**config.mk**
```make
export PLATFORM = sky130hd
export DESIGN_NAME = rle8_palette_frame_decoder
export DESIGN_NICKNAME = d
export VERILOG_FILES = /design/src/sv/rle8pfd_pkg.sv /design/src/sv/rle8pfd_ctrl.sv /design/src/sv/rle8pfd_dp.sv /design/src/sv/rle8_palette_frame_decoder.sv
export SDC_FILE = /design/constraint.sdc
export NUM_CORES = 2
export LEC_CHECK = 0
export ABC_CLOCK_PERIOD_IN_PS = 11300
export BUFFER_PORTS_ARGS = -buffer_cell sky130_fd_sc_hd__buf_2
export CORE_MARGIN = 4
export CORE_UTILIZATION = 50
export CTS_CLUSTER_SIZE = 12
export DETAILED_ROUTE_END_ITERATION = 10
export GPL_TIMING_DRIVEN = 0
export PLACE_DENSITY_LB_ADDON = 0.1
export SLEW_MARGIN = 10
export SYNTH_ARGS = -nofsm -noshare
export SYNTH_HDL_FRONTEND = slang
export SYNTH_SLANG_ARGS = --single-unit
```
**constraint.sdc**
```tcl
create_clock -name clk -period 11.3 [get_ports clk]
set_clock_uncertainty 0.2 [all_clocks]
set_input_delay 2.26 -clock clk [delete_from_list [all_inputs] [get_ports clk]]
set_output_delay 2.26 -clock clk [all_outputs]
set_load 0.1 [all_outputs]
```
**src/sv/rle8pfd_pkg.sv**
```systemverilog
// ---------------------------------------------------------------------------
// rle8pfd_pkg
// Shared constants, types and the CRC-32 byte step for the frame decoder.
// ---------------------------------------------------------------------------
package rle8pfd_pkg;

  localparam int unsigned MAX_PIXELS_DEF    = 1048576;
  localparam int unsigned PALETTE_DEPTH_DEF = 256;

  localparam logic [31:0] CRC_POLY = 32'hEDB8_8320;
  localparam logic [31:0] CRC_INIT = 32'hFFFF_FFFF;

  // frame status codes
  localparam logic [2:0] ST_OK         = 3'd0;
  localparam logic [2:0] ST_BAD_INDEX  = 3'd1;
  localparam logic [2:0] ST_ZERO_COUNT = 3'd2;
  localparam logic [2:0] ST_OVERFLOW   = 3'd3;
  localparam logic [2:0] ST_ODD_LENGTH = 3'd4;
  localparam logic [2:0] ST_SIZE       = 3'd5;
  localparam logic [2:0] ST_CRC        = 3'd6;

  // configuration register indexes
  localparam logic [2:0] CFG_CODEC     = 3'd0;
  localparam logic [2:0] CFG_MIRROR    = 3'd1;
  localparam logic [2:0] CFG_PAL_COUNT = 3'd2;
  localparam logic [2:0] CFG_ROW_WIDTH = 3'd3;
  localparam logic [2:0] CFG_FRAME_PIX = 3'd4;
  localparam logic [2:0] CFG_EXP_CRC   = 3'd5;

  localparam logic CMD_PALETTE = 1'b0;
  localparam logic CMD_BYTE    = 1'b1;

  typedef struct packed {
    logic       accept;
    logic       clr_have;
    logic       set_pend;
    logic       fail;
    logic [2:0] fail_code;
    logic       start_run;
    logic       crc_step;
    logic       seg_emit;
    logic       stat_emit;
  } dp_cmd_t;

  typedef struct packed {
    logic rle;
    logic have;
    logic failed;
    logic last;
    logic zero_cnt;
    logic bad_idx;
    logic ovf_raw;
    logic ovf_rle;
    logic crc_one;
    logic seg_final;
    logic out_free;
  } dp_sts_t;

  function automatic logic [31:0] crc_byte(input logic [31:0] s, input logic [7:0] b);
    logic [31:0] c;
    c = s ^ {24'd0, b};
    for (int k = 0; k < 8; k++) begin
      c = (c >> 1) ^ (CRC_POLY & {32{c[0]}});
    end
    return c;
  endfunction

endpackage

```
**src/sv/rle8pfd_ctrl.sv**
```systemverilog
// ---------------------------------------------------------------------------
// rle8pfd_ctrl
// Sequencer: byte checks, CRC pass, segment emission and frame status.
// ---------------------------------------------------------------------------
module rle8pfd_ctrl import rle8pfd_pkg::*; (
  input  logic    clk,
  input  logic    rst_n,
  input  logic    in_valid,
  input  logic    in_cmd,
  output logic    in_stall,
  output dp_cmd_t cmd,
  input  dp_sts_t sts
);

  typedef enum logic [2:0] {S_IDLE, S_EVAL, S_CRC, S_SEG, S_STAT} state_t;

  state_t state_r, state_nxt;
  logic   in_stall_r;

  assign in_stall = in_stall_r;

  always_comb begin
    state_nxt  = state_r;
    cmd        = '0;
    cmd.accept = in_valid && !in_stall_r;
    case (state_r)
      S_IDLE: begin
        if (cmd.accept && in_cmd == CMD_BYTE) state_nxt = S_EVAL;
      end
      S_EVAL: begin
        if (sts.failed) begin
          // rest of a failed frame is dropped
        end else if (!sts.rle) begin
          cmd.clr_have = 1'b1;
          if (sts.bad_idx) begin
            cmd.fail = 1'b1; cmd.fail_code = ST_BAD_INDEX;
          end else if (sts.ovf_raw) begin
            cmd.fail = 1'b1; cmd.fail_code = ST_OVERFLOW;
          end else begin
            cmd.start_run = 1'b1;
          end
        end else if (!sts.have) begin
          if (sts.last) begin
            cmd.fail = 1'b1; cmd.fail_code = ST_ODD_LENGTH;
          end else begin
            cmd.set_pend = 1'b1;
          end
        end else begin
          cmd.clr_have = 1'b1;
          if (sts.zero_cnt) begin
            cmd.fail = 1'b1; cmd.fail_code = ST_ZERO_COUNT;
          end else if (sts.bad_idx) begin
            cmd.fail = 1'b1; cmd.fail_code = ST_BAD_INDEX;
          end else if (sts.ovf_rle) begin
            cmd.fail = 1'b1; cmd.fail_code = ST_OVERFLOW;
          end else begin
            cmd.start_run = 1'b1;
          end
        end
        if (cmd.start_run) state_nxt = S_CRC;
        else               state_nxt = sts.last ? S_STAT : S_IDLE;
      end
      S_CRC: begin
        cmd.crc_step = 1'b1;
        if (sts.crc_one) state_nxt = S_SEG;
      end
      S_SEG: begin
        if (sts.out_free) begin
          cmd.seg_emit = 1'b1;
          if (sts.seg_final) state_nxt = sts.last ? S_STAT : S_IDLE;
        end
      end
      S_STAT: begin
        if (sts.out_free) begin
          cmd.stat_emit = 1'b1;
          state_nxt     = S_IDLE;
        end
      end
      default: state_nxt = S_IDLE;
    endcase
  end

  always_ff @(posedge clk) begin
    if (!rst_n) begin
      state_r    <= S_IDLE;
      in_stall_r <= 1'b0;
    end else begin
      state_r    <= state_nxt;
      in_stall_r <= (state_nxt != S_IDLE);
    end
  end

endmodule

```
**src/sv/rle8pfd_dp.sv**
```systemverilog
// ---------------------------------------------------------------------------
// rle8pfd_dp
// Datapath: config registers, palette memory, frame state, CRC, output reg.
// ---------------------------------------------------------------------------
module rle8pfd_dp import rle8pfd_pkg::*; #(
  parameter int unsigned MAX_PIXELS    = MAX_PIXELS_DEF,
  parameter int unsigned PALETTE_DEPTH = PALETTE_DEPTH_DEF
) (
  input  logic        clk,
  input  logic        rst_n,
  input  logic        in_cmd,
  input  logic [7:0]  in_palette_slot,
  input  logic [15:0] in_palette_color,
  input  logic [7:0]  in_data_byte,
  input  logic        in_last_byte,
  input  logic        cfg_we,
  input  logic [2:0]  cfg_index,
  input  logic [31:0] cfg_data,
  input  dp_cmd_t     cmd,
  output dp_sts_t     sts,
  input  logic        out_stall,
  output logic        out_valid,
  output logic        out_kind,
  output logic [19:0] out_target_addr,
  output logic [15:0] out_color,
  output logic [7:0]  out_seg_len,
  output logic        out_descending,
  output logic [2:0]  out_status,
  output logic        out_last
);

  localparam int          PAL_AW      = (PALETTE_DEPTH > 1) ? $clog2(PALETTE_DEPTH) : 1;
  localparam logic [8:0]  PAL_DEPTH_V = 9'(PALETTE_DEPTH);
  localparam logic [24:0] MAX_V       = 25'(MAX_PIXELS);

  // configuration
  logic        codec_r, mirror_r;
  logic [8:0]  pal_count_r;
  logic [12:0] row_width_r;
  logic [20:0] frame_pix_r;
  logic [31:0] exp_crc_r;

  always_ff @(posedge clk) begin
    if (!rst_n) begin
      codec_r     <= 1'b0;
      mirror_r    <= 1'b0;
      pal_count_r <= 9'd256;
      row_width_r <= 13'd256;
      frame_pix_r <= 21'd65536;
      exp_crc_r   <= '0;
    end else if (cfg_we) begin
      case (cfg_index)
        CFG_CODEC:     codec_r     <= cfg_data[0];
        CFG_MIRROR:    mirror_r    <= cfg_data[0];
        CFG_PAL_COUNT: pal_count_r <= cfg_data[8:0];
        CFG_ROW_WIDTH: row_width_r <= cfg_data[12:0];
        CFG_FRAME_PIX: frame_pix_r <= cfg_data[20:0];
        CFG_EXP_CRC:   exp_crc_r   <= cfg_data;
        default: ;
      endcase
    end
  end

  // palette memory, read registered at byte accept
  logic [15:0] pal_mem [PALETTE_DEPTH];
  logic [15:0] pal_rd_r;
  logic [7:0]  byte_r;
  logic        last_r;

  always_ff @(posedge clk) begin
    if (cmd.accept && in_cmd == CMD_PALETTE && {1'b0, in_palette_slot} < PAL_DEPTH_V) begin
      pal_mem[in_palette_slot[PAL_AW-1:0]] <= in_palette_color;
    end
    if (cmd.accept && in_cmd == CMD_BYTE) begin
      pal_rd_r <= pal_mem[in_data_byte[PAL_AW-1:0]];
      byte_r   <= in_data_byte;
      last_r   <= in_last_byte;
    end
  end

  // frame state
  logic [20:0] decoded_r;
  logic [11:0] col_r;
  logic [19:0] base_r;
  logic [31:0] crc_r;
  logic [7:0]  pend_r;
  logic        have_r, failed_r;
  logic [2:0]  code_r;
  logic [7:0]  run_idx_r, run_left_r, crc_left_r;

  logic [8:0]  eff_pal;
  logic [12:0] eff_w;
  logic [20:0] limit;
  logic [7:0]  run_cnt;

  assign eff_pal = (pal_count_r < PAL_DEPTH_V) ? pal_count_r : PAL_DEPTH_V;
  assign limit   = ({4'd0, frame_pix_r} < MAX_V) ? frame_pix_r : MAX_V[20:0];
  assign run_cnt = codec_r ? pend_r : 8'd1;

  always_comb begin
    if (row_width_r < 13'd8)         eff_w = 13'd8;
    else if (row_width_r > 13'd4096) eff_w = 13'd4096;
    else                             eff_w = row_width_r;
  end

  // segment split
  logic [12:0] col_x, c0, avail, nc;
  logic        wrap0, wrap1;
  logic [19:0] b0, b_next, seg_addr;
  logic [7:0]  seg_len;

  always_comb begin
    col_x    = {1'b0, col_r};
    wrap0    = col_x >= eff_w;
    c0       = wrap0 ? 13'd0 : col_x;
    b0       = wrap0 ? base_r + {7'd0, eff_w} : base_r;
    avail    = eff_w - c0;
    seg_len  = ({5'd0, run_left_r} < avail) ? run_left_r : avail[7:0];
    seg_addr = mirror_r ? b0 + {7'd0, eff_w} - 20'd1 - {7'd0, c0} : b0 + {7'd0, c0};
    nc       = c0 + {5'd0, seg_len};
    wrap1    = nc >= eff_w;
    b_next   = b0 + {7'd0, eff_w};
  end

  logic [2:0] end_code;
  always_comb begin
    if (failed_r)                          end_code = code_r;
    else if (decoded_r != limit)           end_code = ST_SIZE;
    else if ((crc_r ^ CRC_INIT) != exp_crc_r) end_code = ST_CRC;
    else                                   end_code = ST_OK;
  end

  always_ff @(posedge clk) begin
    if (!rst_n || cmd.stat_emit) begin
      decoded_r <= '0;
      col_r     <= '0;
      base_r    <= '0;
      crc_r     <= CRC_INIT;
      pend_r    <= '0;
      have_r    <= 1'b0;
      failed_r  <= 1'b0;
      code_r    <= ST_OK;
    end else begin
      if (cmd.clr_have) have_r <= 1'b0;
      if (cmd.set_pend) begin
        pend_r <= byte_r;
        have_r <= 1'b1;
      end
      if (cmd.fail) begin
        failed_r <= 1'b1;
        code_r   <= cmd.fail_code;
      end
      if (cmd.start_run) decoded_r <= decoded_r + {13'd0, run_cnt};
      if (cmd.crc_step)  crc_r     <= crc_byte(crc_r, run_idx_r);
      if (cmd.seg_emit) begin
        col_r  <= wrap1 ? 12'd0 : nc[11:0];
        base_r <= wrap1 ? b_next : b0;
      end
    end
  end

  always_ff @(posedge clk) begin
    if (cmd.start_run) begin
      run_idx_r  <= byte_r;
      run_left_r <= run_cnt;
      crc_left_r <= run_cnt;
    end else begin
      if (cmd.crc_step) crc_left_r <= crc_left_r - 8'd1;
      if (cmd.seg_emit) run_left_r <= run_left_r - seg_len;
    end
  end

  // output register
  logic        out_valid_r, out_free;
  logic        kind_r, desc_r, olast_r;
  logic [19:0] addr_r;
  logic [15:0] color_r;
  logic [7:0]  len_r;
  logic [2:0]  status_r;

  assign out_free = !out_valid_r || !out_stall;

  always_ff @(posedge clk) begin
    if (!rst_n) begin
      out_valid_r <= 1'b0;
    end else if (cmd.seg_emit || cmd.stat_emit) begin
      out_valid_r <= 1'b1;
    end else if (!out_stall) begin
      out_valid_r <= 1'b0;
    end
  end

  always_ff @(posedge clk) begin
    if (cmd.seg_emit) begin
      kind_r   <= 1'b0;
      addr_r   <= seg_addr;
      color_r  <= pal_rd_r;
      len_r    <= seg_len;
      desc_r   <= mirror_r;
      status_r <= ST_OK;
      olast_r  <= 1'b0;
    end else if (cmd.stat_emit) begin
      kind_r   <= 1'b1;
      addr_r   <= '0;
      color_r  <= '0;
      len_r    <= '0;
      desc_r   <= 1'b0;
      status_r <= end_code;
      olast_r  <= 1'b1;
    end
  end

  assign out_valid       = out_valid_r;
  assign out_kind        = kind_r;
  assign out_target_addr = addr_r;
  assign out_color       = color_r;
  assign out_seg_len     = len_r;
  assign out_descending  = desc_r;
  assign out_status      = status_r;
  assign out_last        = olast_r;

  always_comb begin
    sts           = '0;
    sts.rle       = codec_r;
    sts.have      = have_r;
    sts.failed    = failed_r;
    sts.last      = last_r;
    sts.zero_cnt  = (pend_r == 8'd0);
    sts.bad_idx   = ({1'b0, byte_r} >= eff_pal);
    sts.ovf_raw   = (decoded_r >= limit);
    sts.ovf_rle   = (({1'b0, decoded_r} + {14'd0, pend_r}) > {1'b0, limit});
    sts.crc_one   = (crc_left_r == 8'd1);
    sts.seg_final = (seg_len == run_left_r);
    sts.out_free  = out_free;
  end

endmodule

```
**src/sv/rle8_palette_frame_decoder.sv**
```systemverilog
// ---------------------------------------------------------------------------
// rle8_palette_frame_decoder
// Raw / RLE8 palette-index frame decoder emitting row-bounded pixel runs.
// ---------------------------------------------------------------------------
//  channel | handshake           | carries
//  --------+---------------------+--------------------------------------------
//  in_     | in_valid / in_stall | cmd, palette slot+color, data byte, last
//  out_    | out_valid/out_stall | run segment (addr,color,len,dir) or status
//  cfg_    | cfg_valid/cfg_ready | register index, write data (always ready)
//
// Sequence: a palette write leaves the input free; a frame byte is accepted,
//   then checked; a byte that starts a run of N pixels then steps the CRC once
//   per pixel and emits one row segment per cycle while the output is free;
//   an RLE8 pair also accepts and checks its count byte first.
// Frame end adds the status item.
// Reset: synchronous, active low; palette contents are not cleared.
// out_stall holds the output register and stalls the sequencer in the
//   segment/status states; in_stall is high whenever a byte is in work.
// ---------------------------------------------------------------------------
module rle8_palette_frame_decoder import rle8pfd_pkg::*; #(
  parameter int unsigned MAX_PIXELS    = MAX_PIXELS_DEF,
  parameter int unsigned PALETTE_DEPTH = PALETTE_DEPTH_DEF
) (
  input  logic        clk,
  input  logic        rst_n,
  input  logic        in_valid,
  output logic        in_stall,
  input  logic        in_cmd,
  input  logic [7:0]  in_palette_slot,
  input  logic [15:0] in_palette_color,
  input  logic [7:0]  in_data_byte,
  input  logic        in_last_byte,
  output logic        out_valid,
  input  logic        out_stall,
  output logic        out_kind,
  output logic [19:0] out_target_addr,
  output logic [15:0] out_color,
  output logic [7:0]  out_seg_len,
  output logic        out_descending,
  output logic [2:0]  out_status,
  output logic        out_last,
  input  logic        cfg_valid,
  output logic        cfg_ready,
  input  logic [2:0]  cfg_index,
  input  logic [31:0] cfg_data
);

  dp_cmd_t cmd;
  dp_sts_t sts;

  // config writes are always accepted
  assign cfg_ready = 1'b1;

  rle8pfd_ctrl u_ctrl (
    .clk      (clk),
    .rst_n    (rst_n),
    .in_valid (in_valid),
    .in_cmd   (in_cmd),
    .in_stall (in_stall),
    .cmd      (cmd),
    .sts      (sts)
  );

  rle8pfd_dp #(
    .MAX_PIXELS    (MAX_PIXELS),
    .PALETTE_DEPTH (PALETTE_DEPTH)
  ) u_dp (
    .clk              (clk),
    .rst_n            (rst_n),
    .in_cmd           (in_cmd),
    .in_palette_slot  (in_palette_slot),
    .in_palette_color (in_palette_color),
    .in_data_byte     (in_data_byte),
    .in_last_byte     (in_last_byte),
    .cfg_we           (cfg_valid && cfg_ready),
    .cfg_index        (cfg_index),
    .cfg_data         (cfg_data),
    .cmd              (cmd),
    .sts              (sts),
    .out_stall        (out_stall),
    .out_valid        (out_valid),
    .out_kind         (out_kind),
    .out_target_addr  (out_target_addr),
    .out_color        (out_color),
    .out_seg_len      (out_seg_len),
    .out_descending   (out_descending),
    .out_status       (out_status),
    .out_last         (out_last)
  );

endmodule

```
==> summary.md <==
| Metric | Value |
|---|---|
| Largest cells by area after synthesis | `edfxtp_1 (72%), mux4_2 (18%), dfxtp_1 (2.1%)` |
| CP endpoint kind | `flop` |
| Largest net degree at the start of global routing | `129` |
| Syn_nets | `8544` |
| Clk buf depth | `4` |
| Hold crit path type | `reg2reg` |
| Fin cells | `14100` |
| Netlist cell types | `82` |
| Post-synth EDFFs | `4190` |
| Max-slew violation count | `0` |
| Adder-cell share of the synthesized area | `1.37%` |
| Final GP Congestion | `0.901` |
| Final Hold Fails | `0` |
| Antenna violations before repair | `34` |
| Outcome | `completed` |
| Synthesized area | `0.175 mm²` |
| Slowest CP cell | `mux2i_4` |
| Design Power | `33.7 mW` |
| Least-Margin Pin Slew | `1.31 ns` |
| Starting Density | `50.4%` |
| Synth top area share | `72.0%` |
| CTS hold repair buffers | `0` |
| Area Overhead vs Synth | `14.8%` |
| Post-synthesis compound-gate area fraction | `1.90%` |
| Total Die Area | `0.359 mm²` |
| Hold Crit Depth | `2` |
| Synth Flop Type | `edfxtp_1` |
| # port buffers | `120` |
| Io pins | `127` |
| Overall global routing resource usage | `27.1%` |
| Post-route DRC | `0` |
| Hold_ws | `0.255 ns` |
| Clock tree root buffer cell | `clkbuf_16` |
| Total negative slack | `0 ns` |
| Synth warnings | `0` |
| Tmin final | `10.69 ns` |
| Detailed-route vias per instance | `6.30` |
| Largest fanout on the critical path | `13` |
| Critical path type | `reg2reg` |
| Share of layout cells above drive strength 1 | `28.8%` |
| H-tree Lvls | `5` |
| Final Setup Violations | `0` |
| CP Data Required Time | `11.99 ns` |
| Critical R2R Capture | `u_dp.col_r[10]$_SDFFE_PP0P_` |
| Number of clock sinks | `4374` |
| Pwr/cell area | `168 mW/mm²` |
| Mux contribution to synthesized area | `17.7%` |
| Synth Area in Simple Gates | `2.74%` |
| Ys async rst share | `0%` |
| WP data arrival | `11.38 ns` |
| Starting DRT DRC Count | `11700` |
| Final WS setup | `0.610 ns` |
| Worst skew pair latency | `1.00 ns` |
| Period utilization | `94.6%` |
| Clk slew on worst S/H paths | `0.06 ns` |
| Routed len/inst | `34.5 µm` |
| # Max-Cap Violations | `0` |
| Wirelength, routed | `487000 µm` |
| Vias in the first global route | `88200` |
| Max Fclk | `0.0935 GHz` |
| Final Cell Area | `0.201 mm²` |
| Most used cell, CP | `nor2_1` |
| Slowest stage delay, CP | `0.38 ns` |
| Synthesized flop and latch total | `4374` |
| Reg2reg setup slack | `0.61 ns` |
| Largest family of logic cells by synthesized area | `multiplexers` |
| CTS tree | `done` |
| Min-delay src | `u_dp.col_r[0]$_SDFFE_PP0P_` |
| Routed Antenna Nets | `0` |
| Max-slew headroom | `12.6%` |
| Post-synthesis cell count | `8284` |
| Die X-Extent | `599 µm` |
| CTS buffer count | `450` |
| # nets final | `9440` |
| Detailed placement HPWL | `342000 µm` |
| GRT overflow | `0` |
| Placed Cells | `13300` |
| Core Region | `0.347 mm²` |
| Die Y-Extent | `599 µm` |
| Fin util | `57.8%` |
| # rows | `216` |
| Worst reg2reg path depth | `52` |
| Startpoint types | `flop` |
| Hold Path End | `u_dp.col_r[0]$_SDFFE_PP0P_` |
| R2R Path Start | `u_dp.row_width_r[9]$_SDFFE_PN0P_` |
| Avg Inst Size Synth | `21.1 µm²` |
| Yosys top cell by area | `edfxtp_1` |
| Synth Area in XOR/XNOR | `1.09%` |
| Pre-CTS setup slack | `-2.34 ns` |
| Top Family by Delay on Critical Path | `compound AO/OA/AOI/OAI gates` |
| Pleak | `63.9 nW` |
| Area after DPL | `0.187 mm²` |
| Global-route wire length before repair | `682000 µm` |
| Peak supply drop | `162 µV` |
| Drt first pass iters | `7` |
| Via Count | `88800` |
| Worst path bufs/invs | `5` |
| Register area share after synthesis | `74.1%` |
==> what timing repair did <==
| item | CTS | global route |
|---|---|---|
| resized for setup | 18 | 10 |
| setup endpoints to repair | 32 | 32 |
| pin swaps | 1 | 2 |
| buffers inserted | 2 | 9 |
| cloned | 0 | 1 |
| hold endpoints to repair | 0 | 0 |
==> cell usage in the layout (no fill, tap or decap), types with 29 or more instances in the layout <==
cell          n
clkinv_2     48
o211ai_1     46
clkbuf_1    428
mux4_2     1360
xor2_1       82
a21boi_0     74
buf_1        58
clkbuf_2     63
buf_2       115
nand2_1     387
ha_1        177
edfxtp_1   4190
inv_1        86
buf_6        45
buf_8       223
nor2_2      255
dfxtp_1     184
buf_16       47
xnor2_1     133
nand3_1      69
o21ai_0      55
o21a_1       31
nor3_1       29
nand4_1      43
a21oi_1     133
clkinv_1     79
nor2_1      148
nor2b_1      30
a21o_1       33
clkbuf_16   457
==> power breakdown <==
part / total (mW) / switching, mW / internal [mW] / leakage (nW)
clock: 13.7 / 6.05 / 7.61 / 6.44
sequential: 17.8 / 0.0313 / 17.8 / 39.3
combinational: 2.21 / 1.41 / 0.799 / 18.2
==> sequential cells by signal, indices dropped and copies added, names as in the netlist, 9 cells and up <==
name / count
u_dp.pal_rd_r: 16
u_dp.crc_r: 32
u_dp.row_width_r: 13
u_dp.out_target_addr: 20
u_dp.pal_mem: 4096
u_dp.frame_pix_r: 21
u_dp.decoded_r: 21
u_dp.base_r: 20
u_dp.exp_crc_r: 32
u_dp.col_r: 12
u_dp.out_color: 16
u_dp.pal_count_r: 9
==> worst max-delay path by stage <==
stage	depth (start not counted)	from	to	slack [ns]
after detailed placement	54	u_dp.row_width_r[9]$_SDFFE_PN0P_	u_dp.col_r[10]$_SDFFE_PP0P_	-2.34
final	52	u_dp.row_width_r[9]$_SDFFE_PN0P_	u_dp.col_r[10]$_SDFFE_PP0P_	0.61
after global routing	52	u_dp.row_width_r[9]$_SDFFE_PN0P_	u_dp.base_r[14]$_SDFFE_PP0P_	-0.03
after floorplan	55	u_dp.row_width_r[9]$_SDFFE_PN0P_	u_dp.base_r[13]$_SDFFE_PP0P_	1.02
after global placement	54	u_dp.row_width_r[9]$_SDFFE_PN0P_	u_dp.col_r[2]$_SDFFE_PP0P_	-2.33
after CTS	57	u_dp.row_width_r[9]$_SDFFE_PN0P_	u_dp.base_r[15]$_SDFFE_PP0P_	0.002
==> synth_stat cells (4+ instances only) <==
cell,instances
a21boi_0,74
mux2_2,4
o31a_1,6
and2_1,28
clkbuf_1,355
a21o_1,33
a2111oi_0,4
nand3_1,70
mux2i_1,30
ha_1,177
o2111ai_1,4
nor3_1,29
a31oi_1,7
fa_1,9
nor4_1,8
nand2b_1,22
o211ai_1,46
o21ai_0,55
nor2_1,405
nand4_1,43
xor2_1,82
o21ai_1,24
buf_1,69
dfxtp_1,184
or4_1,6
xnor2_1,133
or2_2,4
and3_1,27
a21oi_1,136
or3_1,11
nor2b_1,30
o31ai_1,8
a211o_1,10
inv_1,88
a211oi_1,11
mux4_2,1360
nor3b_1,4
o21bai_1,14
edfxtp_1,4190
o21a_1,31
nand2_1,388
==> final cells by class <==
| cell class | count | area [µm²] |
|---|---|---|
| fill | 25300 | 146000 |
| timing repair buffer | 448 | 6120 |
| buffer | 424 | 1710 |
| multi-input combinational | 3389 | 44100 |
| sequential | 4374 | 130000 |
| inverter | 93 | 349 |
| antenna | 20 | 50.0 |
| clock buffer | 600 | 12000 |
| clock inverter | 164 | 1210 |
| tap | 4578 | 5730 |
==> metal layers <==
layer | part of all wire [%] | routed length (µm) | track usage (%) | vias up
li1 | - | - | - | 36300
met1 | 40 | 195000 | 38.7 | 47700
met2 | 48 | 232000 | 42.8 | 4074
met3 | 8.6 | 42000 | 5.15 | 735
met4 | 3.6 | 17400 | 8.57 | 10
met5 | 0.012 | 58 | 0 | -
==> cells by family (layout without fill, tap and decap cells) <==
kind of cell	Yosys count	in the layout
compound gates	498	498
xor+xnor	216	216
fa+ha+maj	186	186
buf+inv	522	1729
flops	4374	4374
mux	1394	1394
other cells	1	21
simple gates	1093	1094
==> worst min-delay path: stages, from the launching register on <==
cell and delay (ns):
dfxtp_1 0.31, nand2_1 0.05, a21oi_1 0.05
No activity file was read; power rests on OpenSTA's default activity.
